**config.mk**
```make
export PLATFORM = sky130hd
export DESIGN_NAME = host_clock_offset_sync_engine
export DESIGN_NICKNAME = d
export VERILOG_FILES = /design/src/hdl/hcos_pkg.sv /design/src/hdl/hcos_front.sv /design/src/hdl/hcos_queue.sv /design/src/hdl/hcos_engine.sv /design/src/hdl/host_clock_offset_sync_engine.sv
export SDC_FILE = /design/constraint.sdc
export NUM_CORES = 2
export LEC_CHECK = 0
export ABC_AREA = 1
export BUFFER_PORTS_ARGS = -buffer_cell sky130_fd_sc_hd__buf_2
export CAP_MARGIN = 20
export CORE_ASPECT_RATIO = 0.6
export CORE_MARGIN = 2
export CORE_UTILIZATION = 40
export DETAILED_ROUTE_END_ITERATION = 7
export GPL_ROUTABILITY_DRIVEN = 0
export HOLD_SLACK_MARGIN = 0.08
export PLACE_DENSITY = 0.55
export SLEW_MARGIN = 40
export SYNTH_ARGS = -nofsm -noshare
export SYNTH_HDL_FRONTEND = slang
export SYNTH_SLANG_ARGS = --single-unit
```
**constraint.sdc**
```tcl
create_clock -name aclk -period 22.5 [get_ports aclk]
set_clock_uncertainty 0.05 [all_clocks]
set_input_delay 1.125 -clock aclk [delete_from_list [all_inputs] [get_ports aclk]]
set_output_delay 1.125 -clock aclk [all_outputs]
set_load 0.1 [all_outputs]
```
**src/hdl/hcos_pkg.sv**
```systemverilog
// ----------------------------------------------------------------------------
// hcos_pkg: shared types and constants
// Transaction payloads, opcodes and register map of the clock offset engine.
// ----------------------------------------------------------------------------
`default_nettype none
package hcos_pkg;
    localparam int unsigned ID_BITS = 16;
    localparam int unsigned ADDR_BITS = 5;
    localparam int unsigned QUEUE_DEPTH = 2;
    localparam logic [63:0] INT63_MAX = 64'h7FFF_FFFF_FFFF_FFFF;

    typedef enum logic [2:0] {
        OP_START   = 3'd0,
        OP_DUE     = 3'd1,
        OP_SENT    = 3'd2,
        OP_REPLY   = 3'd3,
        OP_FINISH  = 3'd4,
        OP_CONVERT = 3'd5
    } op_t;

    typedef enum logic [2:0] {
        REG_MODE     = 3'd0,
        REG_RESYNC   = 3'd1,
        REG_TIMEOUT  = 3'd2,
        REG_MAXDELAY = 3'd3,
        REG_BURST    = 3'd4
    } reg_idx_t;

    typedef enum logic [1:0] {
        FIN_RUNNING = 2'd0,
        FIN_COMMIT  = 2'd1,
        FIN_FAILED  = 2'd2
    } fin_t;

    typedef struct packed {
        logic [2:0]  op;
        logic [63:0] now;
        logic [15:0] request_id;
        logic [63:0] host_receive_time;
        logic [63:0] host_send_time;
        logic [63:0] local_time;
    } in_item_t;

    typedef struct packed {
        logic        flag;
        logic [1:0]  finish_status;
        logic [62:0] converted_time;
        logic [1:0]  quality;
    } out_item_t;

    typedef struct packed {
        logic        wall_clock_mode;
        logic [31:0] resync_interval;
        logic [31:0] reply_timeout;
        logic [31:0] max_path_delay;
        logic [3:0]  burst_length;
    } cfg_t;

    // front-end classification of a reply, independent of engine state
    typedef struct packed {
        logic        host_ok;     // host stamps ordered and in range, now in range
        logic [63:0] proc;        // host processing time
        logic [63:0] half_proc_h; // h2 + proc/2
        logic [63:0] limit;       // freshness window
    } pre_t;

    typedef struct packed {
        in_item_t item;
        pre_t     pre;
    } work_t;
endpackage
`default_nettype wire

```
**src/hdl/hcos_front.sv**
```systemverilog
// ----------------------------------------------------------------------------
// hcos_front: input stage
// Registers accepted transactions and precomputes state-free reply checks.
// ----------------------------------------------------------------------------
`default_nettype none
module hcos_front (
    input  wire logic             aclk,
    input  wire logic             aresetn,
    input  wire logic             s_valid,
    output logic                  s_ready,
    input  wire hcos_pkg::in_item_t s_data,
    input  wire hcos_pkg::cfg_t   cfg,
    output logic                  q_valid,
    input  wire logic             q_ready,
    output hcos_pkg::work_t       q_data
);
    import hcos_pkg::*;

    logic  valid_reg;
    work_t data_reg;
    pre_t  pre;
    logic [63:0] h2, h3;
    logic [35:0] prod;

    assign h2 = s_data.host_receive_time;
    assign h3 = s_data.host_send_time;
    assign prod = 36'(cfg.burst_length) * 36'(cfg.reply_timeout);

    always_comb begin
        pre.proc = h3 - h2;
        pre.host_ok = (h3 >= h2) && (h2 <= INT63_MAX) && (h3 <= INT63_MAX)
                      && (s_data.now <= INT63_MAX);
        pre.half_proc_h = h2 + (pre.proc >> 1);
        pre.limit = 64'(cfg.resync_interval) + 64'(prod);
    end

    assign s_ready = !valid_reg || q_ready;
    assign q_valid = valid_reg;
    assign q_data  = data_reg;

    always_ff @(posedge aclk) begin
        if (!aresetn) begin
            valid_reg <= 1'b0;
        end else if (s_ready) begin
            valid_reg <= s_valid;
        end
        if (s_valid && s_ready) begin
            data_reg.item <= s_data;
            data_reg.pre  <= pre;
        end
    end
endmodule
`default_nettype wire

```
**src/hdl/hcos_queue.sv**
```systemverilog
// ----------------------------------------------------------------------------
// hcos_queue: decoupling fifo
// Small register fifo between the front end and the engine.
// ----------------------------------------------------------------------------
`default_nettype none
module hcos_queue (
    input  wire logic            aclk,
    input  wire logic            aresetn,
    input  wire logic            w_valid,
    output logic                 w_ready,
    input  wire hcos_pkg::work_t w_data,
    output logic                 r_valid,
    input  wire logic            r_ready,
    output hcos_pkg::work_t      r_data
);
    import hcos_pkg::*;

    localparam int unsigned PW = $clog2(QUEUE_DEPTH);

    work_t mem_reg [QUEUE_DEPTH];
    logic [PW-1:0] wp_reg, rp_reg;
    logic [PW:0]   cnt_reg;
    logic wr, rd;

    assign w_ready = cnt_reg != (PW+1)'(QUEUE_DEPTH);
    assign r_valid = cnt_reg != '0;
    assign r_data  = mem_reg[rp_reg];
    assign wr = w_valid && w_ready;
    assign rd = r_valid && r_ready;

    always_ff @(posedge aclk) begin
        if (!aresetn) begin
            wp_reg  <= '0;
            rp_reg  <= '0;
            cnt_reg <= '0;
        end else begin
            if (wr) wp_reg <= wp_reg + 1'b1;
            if (rd) rp_reg <= rp_reg + 1'b1;
            cnt_reg <= cnt_reg + (PW+1)'(wr) - (PW+1)'(rd);
        end
        if (wr) mem_reg[wp_reg] <= w_data;
    end
endmodule
`default_nettype wire

```
**src/hdl/hcos_engine.sv**
```systemverilog
// ----------------------------------------------------------------------------
// hcos_engine: synchronization state machine
// Executes one transaction per cycle against the sync state while m_ready does not stall the result, registered result.
// ----------------------------------------------------------------------------
`default_nettype none
module hcos_engine (
    input  wire logic              aclk,
    input  wire logic              aresetn,
    input  wire hcos_pkg::cfg_t    cfg,
    input  wire logic              q_valid,
    output logic                   q_ready,
    input  wire hcos_pkg::work_t   q_data,
    output logic                   m_valid,
    input  wire logic              m_ready,
    output hcos_pkg::out_item_t    m_data
);
    import hcos_pkg::*;

    logic started_reg, started_next, mode_wall_reg, mode_wall_next;
    logic ready_reg, ready_next, pending_reg, pending_next;
    logic [ID_BITS-1:0] tag_reg, tag_next;
    logic [63:0] stamp_reg, stamp_next;
    logic in_burst_reg, in_burst_next;
    logic [3:0] att_reg, att_next;
    logic have_reg, have_next;
    logic [31:0] bdelay_reg, bdelay_next;
    logic [63:0] boff_reg, boff_next, coff_reg, coff_next;
    logic [63:0] lct_reg, lct_next, nbt_reg, nbt_next;
    logic out_valid_reg;
    out_item_t out_reg, res;

    logic go;
    in_item_t it;
    pre_t pre;
    logic [63:0] age, rtt, dly, off, loc, sum;
    logic timed_out;

    assign it  = q_data.item;
    assign pre = q_data.pre;
    assign q_ready = !out_valid_reg || m_ready;
    assign go = q_valid && q_ready;
    assign m_valid = out_valid_reg;
    assign m_data = out_reg;

    always_comb begin
        started_next = started_reg; mode_wall_next = mode_wall_reg;
        ready_next = ready_reg; pending_next = pending_reg; tag_next = tag_reg;
        stamp_next = stamp_reg; in_burst_next = in_burst_reg; att_next = att_reg;
        have_next = have_reg; bdelay_next = bdelay_reg; boff_next = boff_reg;
        coff_next = coff_reg; lct_next = lct_reg; nbt_next = nbt_reg;
        res = '0;
        res.flag = 1'b1;
        age = it.now - stamp_reg;
        timed_out = age >= 64'(cfg.reply_timeout);
        rtt = age;
        dly = rtt - pre.proc;
        sum = '0;
        loc = it.local_time;
        off = mode_wall_reg ? coff_reg : '0;
        case (it.op)
            OP_START: begin
                started_next = 1'b1; mode_wall_next = cfg.wall_clock_mode;
                ready_next = !cfg.wall_clock_mode; pending_next = 1'b0;
                tag_next = '0; stamp_next = '0; in_burst_next = 1'b0;
                att_next = '0; have_next = 1'b0; bdelay_next = '0;
                boff_next = '0; coff_next = '0; lct_next = '0;
                nbt_next = it.now;
            end
            OP_DUE: begin
                res.flag = 1'b0;
                if (started_reg && mode_wall_reg) begin
                    if (pending_reg && timed_out) pending_next = 1'b0;
                    if (!pending_next) begin
                        if (in_burst_reg) begin
                            res.flag = att_reg < cfg.burst_length;
                        end else if (it.now >= nbt_reg) begin
                            in_burst_next = 1'b1; att_next = '0; have_next = 1'b0;
                            res.flag = cfg.burst_length != 4'd0;
                        end
                    end
                end
            end
            OP_SENT: begin
                pending_next = 1'b1;
                tag_next = it.request_id[ID_BITS-1:0];
                stamp_next = it.now;
                if (att_reg != 4'hF) att_next = att_reg + 4'd1;
            end
            OP_REPLY: begin
                res.flag = 1'b0;
                if (pending_reg && it.request_id[ID_BITS-1:0] == tag_reg) begin
                    pending_next = 1'b0;
                    if (it.now >= stamp_reg && !timed_out && pre.host_ok
                        && pre.proc <= rtt && dly <= 64'(cfg.max_path_delay)) begin
                        res.flag = 1'b1;
                        if (!have_reg || dly[31:0] < bdelay_reg) begin
                            have_next = 1'b1;
                            bdelay_next = dly[31:0];
                            boff_next = pre.half_proc_h - (stamp_reg + (rtt >> 1));
                        end
                    end
                end
            end
            OP_FINISH: begin
                if (in_burst_reg && !pending_reg && att_reg >= cfg.burst_length) begin
                    in_burst_next = 1'b0;
                    nbt_next = it.now + 64'(cfg.resync_interval);
                    if (have_reg) begin
                        coff_next = boff_reg; lct_next = it.now; ready_next = 1'b1;
                        res.finish_status = FIN_COMMIT;
                    end else begin
                        res.finish_status = FIN_FAILED;
                    end
                end
            end
            OP_CONVERT: begin
                sum = loc + off;
                res.flag = ready_reg && loc <= INT63_MAX && !sum[63]
                           && !(off[63] && loc < (64'd0 - off));
                if (res.flag) res.converted_time = sum[62:0];
            end
            default: ;
        endcase
        // freshness after the step
        if (!ready_next) res.quality = 2'd0;
        else if (!mode_wall_next) res.quality = 2'd1;
        else res.quality = (it.now - lct_next > pre.limit) ? 2'd2 : 2'd1;
    end

    always_ff @(posedge aclk) begin
        if (!aresetn) begin
            started_reg <= 1'b0; mode_wall_reg <= 1'b0; ready_reg <= 1'b0;
            pending_reg <= 1'b0; tag_reg <= '0; stamp_reg <= '0;
            in_burst_reg <= 1'b0; att_reg <= '0; have_reg <= 1'b0;
            bdelay_reg <= '0; boff_reg <= '0; coff_reg <= '0;
            lct_reg <= '0; nbt_reg <= '0; out_valid_reg <= 1'b0;
        end else begin
            if (q_ready) out_valid_reg <= q_valid;
            if (go) begin
                started_reg <= started_next; mode_wall_reg <= mode_wall_next;
                ready_reg <= ready_next; pending_reg <= pending_next;
                tag_reg <= tag_next; stamp_reg <= stamp_next;
                in_burst_reg <= in_burst_next; att_reg <= att_next;
                have_reg <= have_next; bdelay_reg <= bdelay_next;
                boff_reg <= boff_next; coff_reg <= coff_next;
                lct_reg <= lct_next; nbt_reg <= nbt_next;
            end
        end
        if (go) out_reg <= res;
    end

    a_no_ready_without_start: assert property (@(posedge aclk) disable iff (!aresetn)
        ready_reg |-> started_reg) else $error("ready without start");
    a_commit_sets_ready: assert property (@(posedge aclk) disable iff (!aresetn)
        go && res.finish_status == FIN_COMMIT |=> ready_reg)
        else $error("commit did not set ready");
    a_output_hold: assert property (@(posedge aclk) disable iff (!aresetn)
        m_valid && !m_ready |=> m_valid && $stable(m_data))
        else $error("result changed while stalled");
endmodule
`default_nettype wire

```
**src/hdl/host_clock_offset_sync_engine.sv**
```systemverilog
// ----------------------------------------------------------------------------
// host_clock_offset_sync_engine: min-delay host clock offset estimation
// path: input transaction passes front reg, fifo and result reg in turn
// throughput: one transaction per cycle while m_ready does not hold the result register
// reset: aresetn synchronous active low; state cleared, registers to defaults
// ----------------------------------------------------------------------------
`default_nettype none
module host_clock_offset_sync_engine (
    input  wire logic                 aclk,
    input  wire logic                 aresetn,
    input  wire logic                 s_valid,
    output logic                      s_ready,
    input  wire hcos_pkg::in_item_t   s_data,
    output logic                      m_valid,
    input  wire logic                 m_ready,
    output hcos_pkg::out_item_t       m_data,
    input  wire logic                 psel,
    input  wire logic                 penable,
    input  wire logic                 pwrite,
    input  wire logic [hcos_pkg::ADDR_BITS-1:0] paddr,
    input  wire logic [31:0]          pwdata,
    output logic [31:0]               prdata,
    output logic                      pready
);
    import hcos_pkg::*;

    cfg_t  cfg_reg;
    logic  fq_valid, fq_ready, qe_valid, qe_ready;
    work_t fq_data, qe_data;
    reg_idx_t idx;

    // register index from word address
    assign idx = reg_idx_t'(paddr[ADDR_BITS-1:2]);
    assign pready = 1'b1;

    always_ff @(posedge aclk) begin
        if (!aresetn) begin
            cfg_reg.wall_clock_mode <= 1'b1;
            cfg_reg.resync_interval <= 32'd1000000;
            cfg_reg.reply_timeout   <= 32'd100000;
            cfg_reg.max_path_delay  <= 32'd50000;
            cfg_reg.burst_length    <= 4'd4;
        end else if (psel && penable && pwrite) begin
            unique case (idx)
                REG_MODE:     cfg_reg.wall_clock_mode <= pwdata[0];
                REG_RESYNC:   cfg_reg.resync_interval <= pwdata;
                REG_TIMEOUT:  cfg_reg.reply_timeout   <= pwdata;
                REG_MAXDELAY: cfg_reg.max_path_delay  <= pwdata;
                REG_BURST:    cfg_reg.burst_length    <= pwdata[3:0];
                default: ;
            endcase
        end
    end

    always_comb begin
        unique case (idx)
            REG_MODE:     prdata = {31'd0, cfg_reg.wall_clock_mode};
            REG_RESYNC:   prdata = cfg_reg.resync_interval;
            REG_TIMEOUT:  prdata = cfg_reg.reply_timeout;
            REG_MAXDELAY: prdata = cfg_reg.max_path_delay;
            REG_BURST:    prdata = {28'd0, cfg_reg.burst_length};
            default:      prdata = '0;
        endcase
    end

    // front end: accept and precheck each transaction
    hcos_front u_front (
        .aclk, .aresetn, .s_valid, .s_ready, .s_data, .cfg(cfg_reg),
        .q_valid(fq_valid), .q_ready(fq_ready), .q_data(fq_data)
    );

    // decoupling queue
    hcos_queue u_queue (
        .aclk, .aresetn,
        .w_valid(fq_valid), .w_ready(fq_ready), .w_data(fq_data),
        .r_valid(qe_valid), .r_ready(qe_ready), .r_data(qe_data)
    );

    // back end: state update and result register
    hcos_engine u_engine (
        .aclk, .aresetn, .cfg(cfg_reg),
        .q_valid(qe_valid), .q_ready(qe_ready), .q_data(qe_data),
        .m_valid, .m_ready, .m_data
    );
endmodule
`default_nettype wire

```
==> reports/results.ini <==
[yosys]
yosys.area.top_type = edfxtp_1
synth-main-ff-cell = edfxtp_1
yosys-top-cells-area = edfxtp_1 30%, nand2_1 9.8%, ha_1 9.8%
synth_edf_count = 1007
syn_inst = 12590
syn_area_mm2 = 0.1008
ys_ff_latch = 1493
synth.most_common_cell = nand2_1
async_flop_share_pct = 0
synth_top_area_share_pct = 30.00
synth.distinct_cells = 75
synthTopCellsByCount = 2643 x nand2_1, 2035 x inv_1, 1196 x a21oi_1
synth.avg_cell_area_um2 = 8.007
syn-num-nets = 13850
yosysWarningCount = 0
ys_seq_area_share_pct = 39.66

[die]
die-area_mm2 = 0.2561
start_util_pct = 40.29
ios = 422
rows = 142
die_w_um = 652.0
die_h_um = 392.8
coreArea_mm2 = 0.2502

[status]
violations = design-rule violations
outcome = finished, violations left

[drt]
drc_errors = 3
first_pass_iters = 8
detail_route.wl_per_cell_um = 21.98
dr_total_vias = 90210
drt_wl_total_mm = 361.5
via_per_inst = 5.484
drt-initial-drc-count = 12460
detail-route-antenna-nets = 0

[sta]
finalSetupTns_ns = 0
worst_slew_pin_slew_ns = 0.9862
min_period_ns = 10.42
slew_violations = 0
rsz0062_at_grt = false
hold_viol_final = 0
setup_violations = 0
relSlewSlack_pct = 32.38
period_share_pct = 46.30
timing.fmax_mhz = 95.99

[setup_path]
crit_slowest_cell = nand2_8
slowest_delay_ns = 0.68
critPathCaptureType = register
worst_path_most_repeated_cell = nand2_1
timing_worst_setup_path_type = register to register
cp.required_ns = 23.15
crit_fanout = 98
start_kind = register
cp_data_arrival_time_ns = 11.06

[clocking]
clk_path_buf_depth = 4
clock_latency_ns = 0.88
post_cts_resized = 0
post_cts_buffers = 0
cts_tree = built
cts_buffers = 161
cts.htree.levels = 4
cts.sink_count = 1493
cts_root_buf = clkbuf_16
path_clk_slew_ns = 0.06
cts-hold-fix-buffers = 0

[cells_and_area]
area_delta_synth_final_pct = 11.49
nNetsFinal = 14270
drive_above_1_share_pct = 8.360
largest_register_ffs = 626
postLayoutCellArea_mm2 = 0.1124

[placement]
dpl.hpwl_mm = 292.3
placedInstanceArea_mm2 = 0.1070
portBuffers = 418

[grt]
grt_pass1_vias = 82030
grt_max_degree = 99
grt_pass1_wl_mm = 529.1
grt_use_total_pct = 27.45
overflow = 0
antenna_found_initial = 33

[job]
max_cap_viol_count = 0

[worst_hold_path]
hold_path_class = register to register

[kinds of logic (layout without fill, tap and decap cells)]
family | after synthesis | after routing | synth area share (%)
compound gates | 2497 | 2497 | 13.82
fa+ha+maj | 940 | 940 | 12.77
buf+inv | 2368 | 2915 | 9.126
other cells | 1 | 4 | 0.003721
flops | 1493 | 1493 | 39.66
mux | 132 | 132 | 1.311
simple gates | 4712 | 4712 | 19.46
xor+xnor | 444 | 444 | 3.858
[cell usage in the layout (no fill, tap or decap), types with 63 or more instances in the layout]
master and instances:
a21oi_1 1194, a22oi_1 63, a31oi_1 168, buf_2 417, buf_4 123, clkbuf_16 164, dfxtp_1 483, edfxtp_1 1007
fa_1 148, ha_1 792, inv_1 2031, mux2i_1 118, nand2_1 2642, nand3_1 458, nand4_1 108, nor2_1 1089
nor3_1 111, o21ai_0 616, o22ai_1 67, or2_2 122, xnor2_1 116, xor2_1 310
[layer usage]
metal  global-route usage [%]  vias up  part of all wire [%]
met5                        0        -                 0.025
met4                    5.400       14                   2.0
met3                    8.867      444                    14
met2                    35.17     4569                    36
met1                    43.52    42470                    48
li1                         -    42710                     -
[final cells by class]
cell class | instances | area (um2)
well taps | 3312 | 4144
clock inverters | 87 | 914.6
clock buffers | 195 | 4300
flip-flops and latches | 1493 | 39970
fillers | 24670 | 137800
multi-input cells | 8726 | 51940
inverters | 2072 | 7801
diodes | 3 | 7.507
repair buffers | 561 | 3281
[final timing paths]
kind | startpoint | to | slack (ns) | cells past startpoint
max | register | u_engine.boff_reg[52] | 12.08 | 45
min reg2reg | u_front.q_data[184] | u_queue.mem_reg[1][157] | 0.35 | 0
min | u_front.q_data[184] | u_queue.mem_reg[1][157] | 0.35 | 0
max reg2reg | register | u_engine.boff_reg[52] | 12.08 | 45
[worst max-delay path: cells and delay by family, from the launching register on]
family / cells / cell delay [ns]
and+or+nand+nor: 32 / 5.09
AOI/OAI and AO/OA: 4 / 1.27
DFF: 1 / 0.53
adders and majority gates: 3 / 1.23
buffers and inverters: 4 / 1.36
xor gates and xnor gates: 2 / 0.53
[stage by stage]
step	hold WS, ns	setup WS, ns	util (%)	cells
final	0.3496	12.08	44.92	16450
after global placement	0.3730	11.57	42.69	16160
after detailed placement	0.3798	11.84	42.75	16160
after floorplan	0.3715	7.971	-	12590
after CTS	0.3232	11.76	44.84	16440
after global routing	0.3385	11.45	44.91	16450
Power is left out: the tool's default activity adds up to more than one toggle a clock period on the data nets, which glitch-free logic cannot reach.
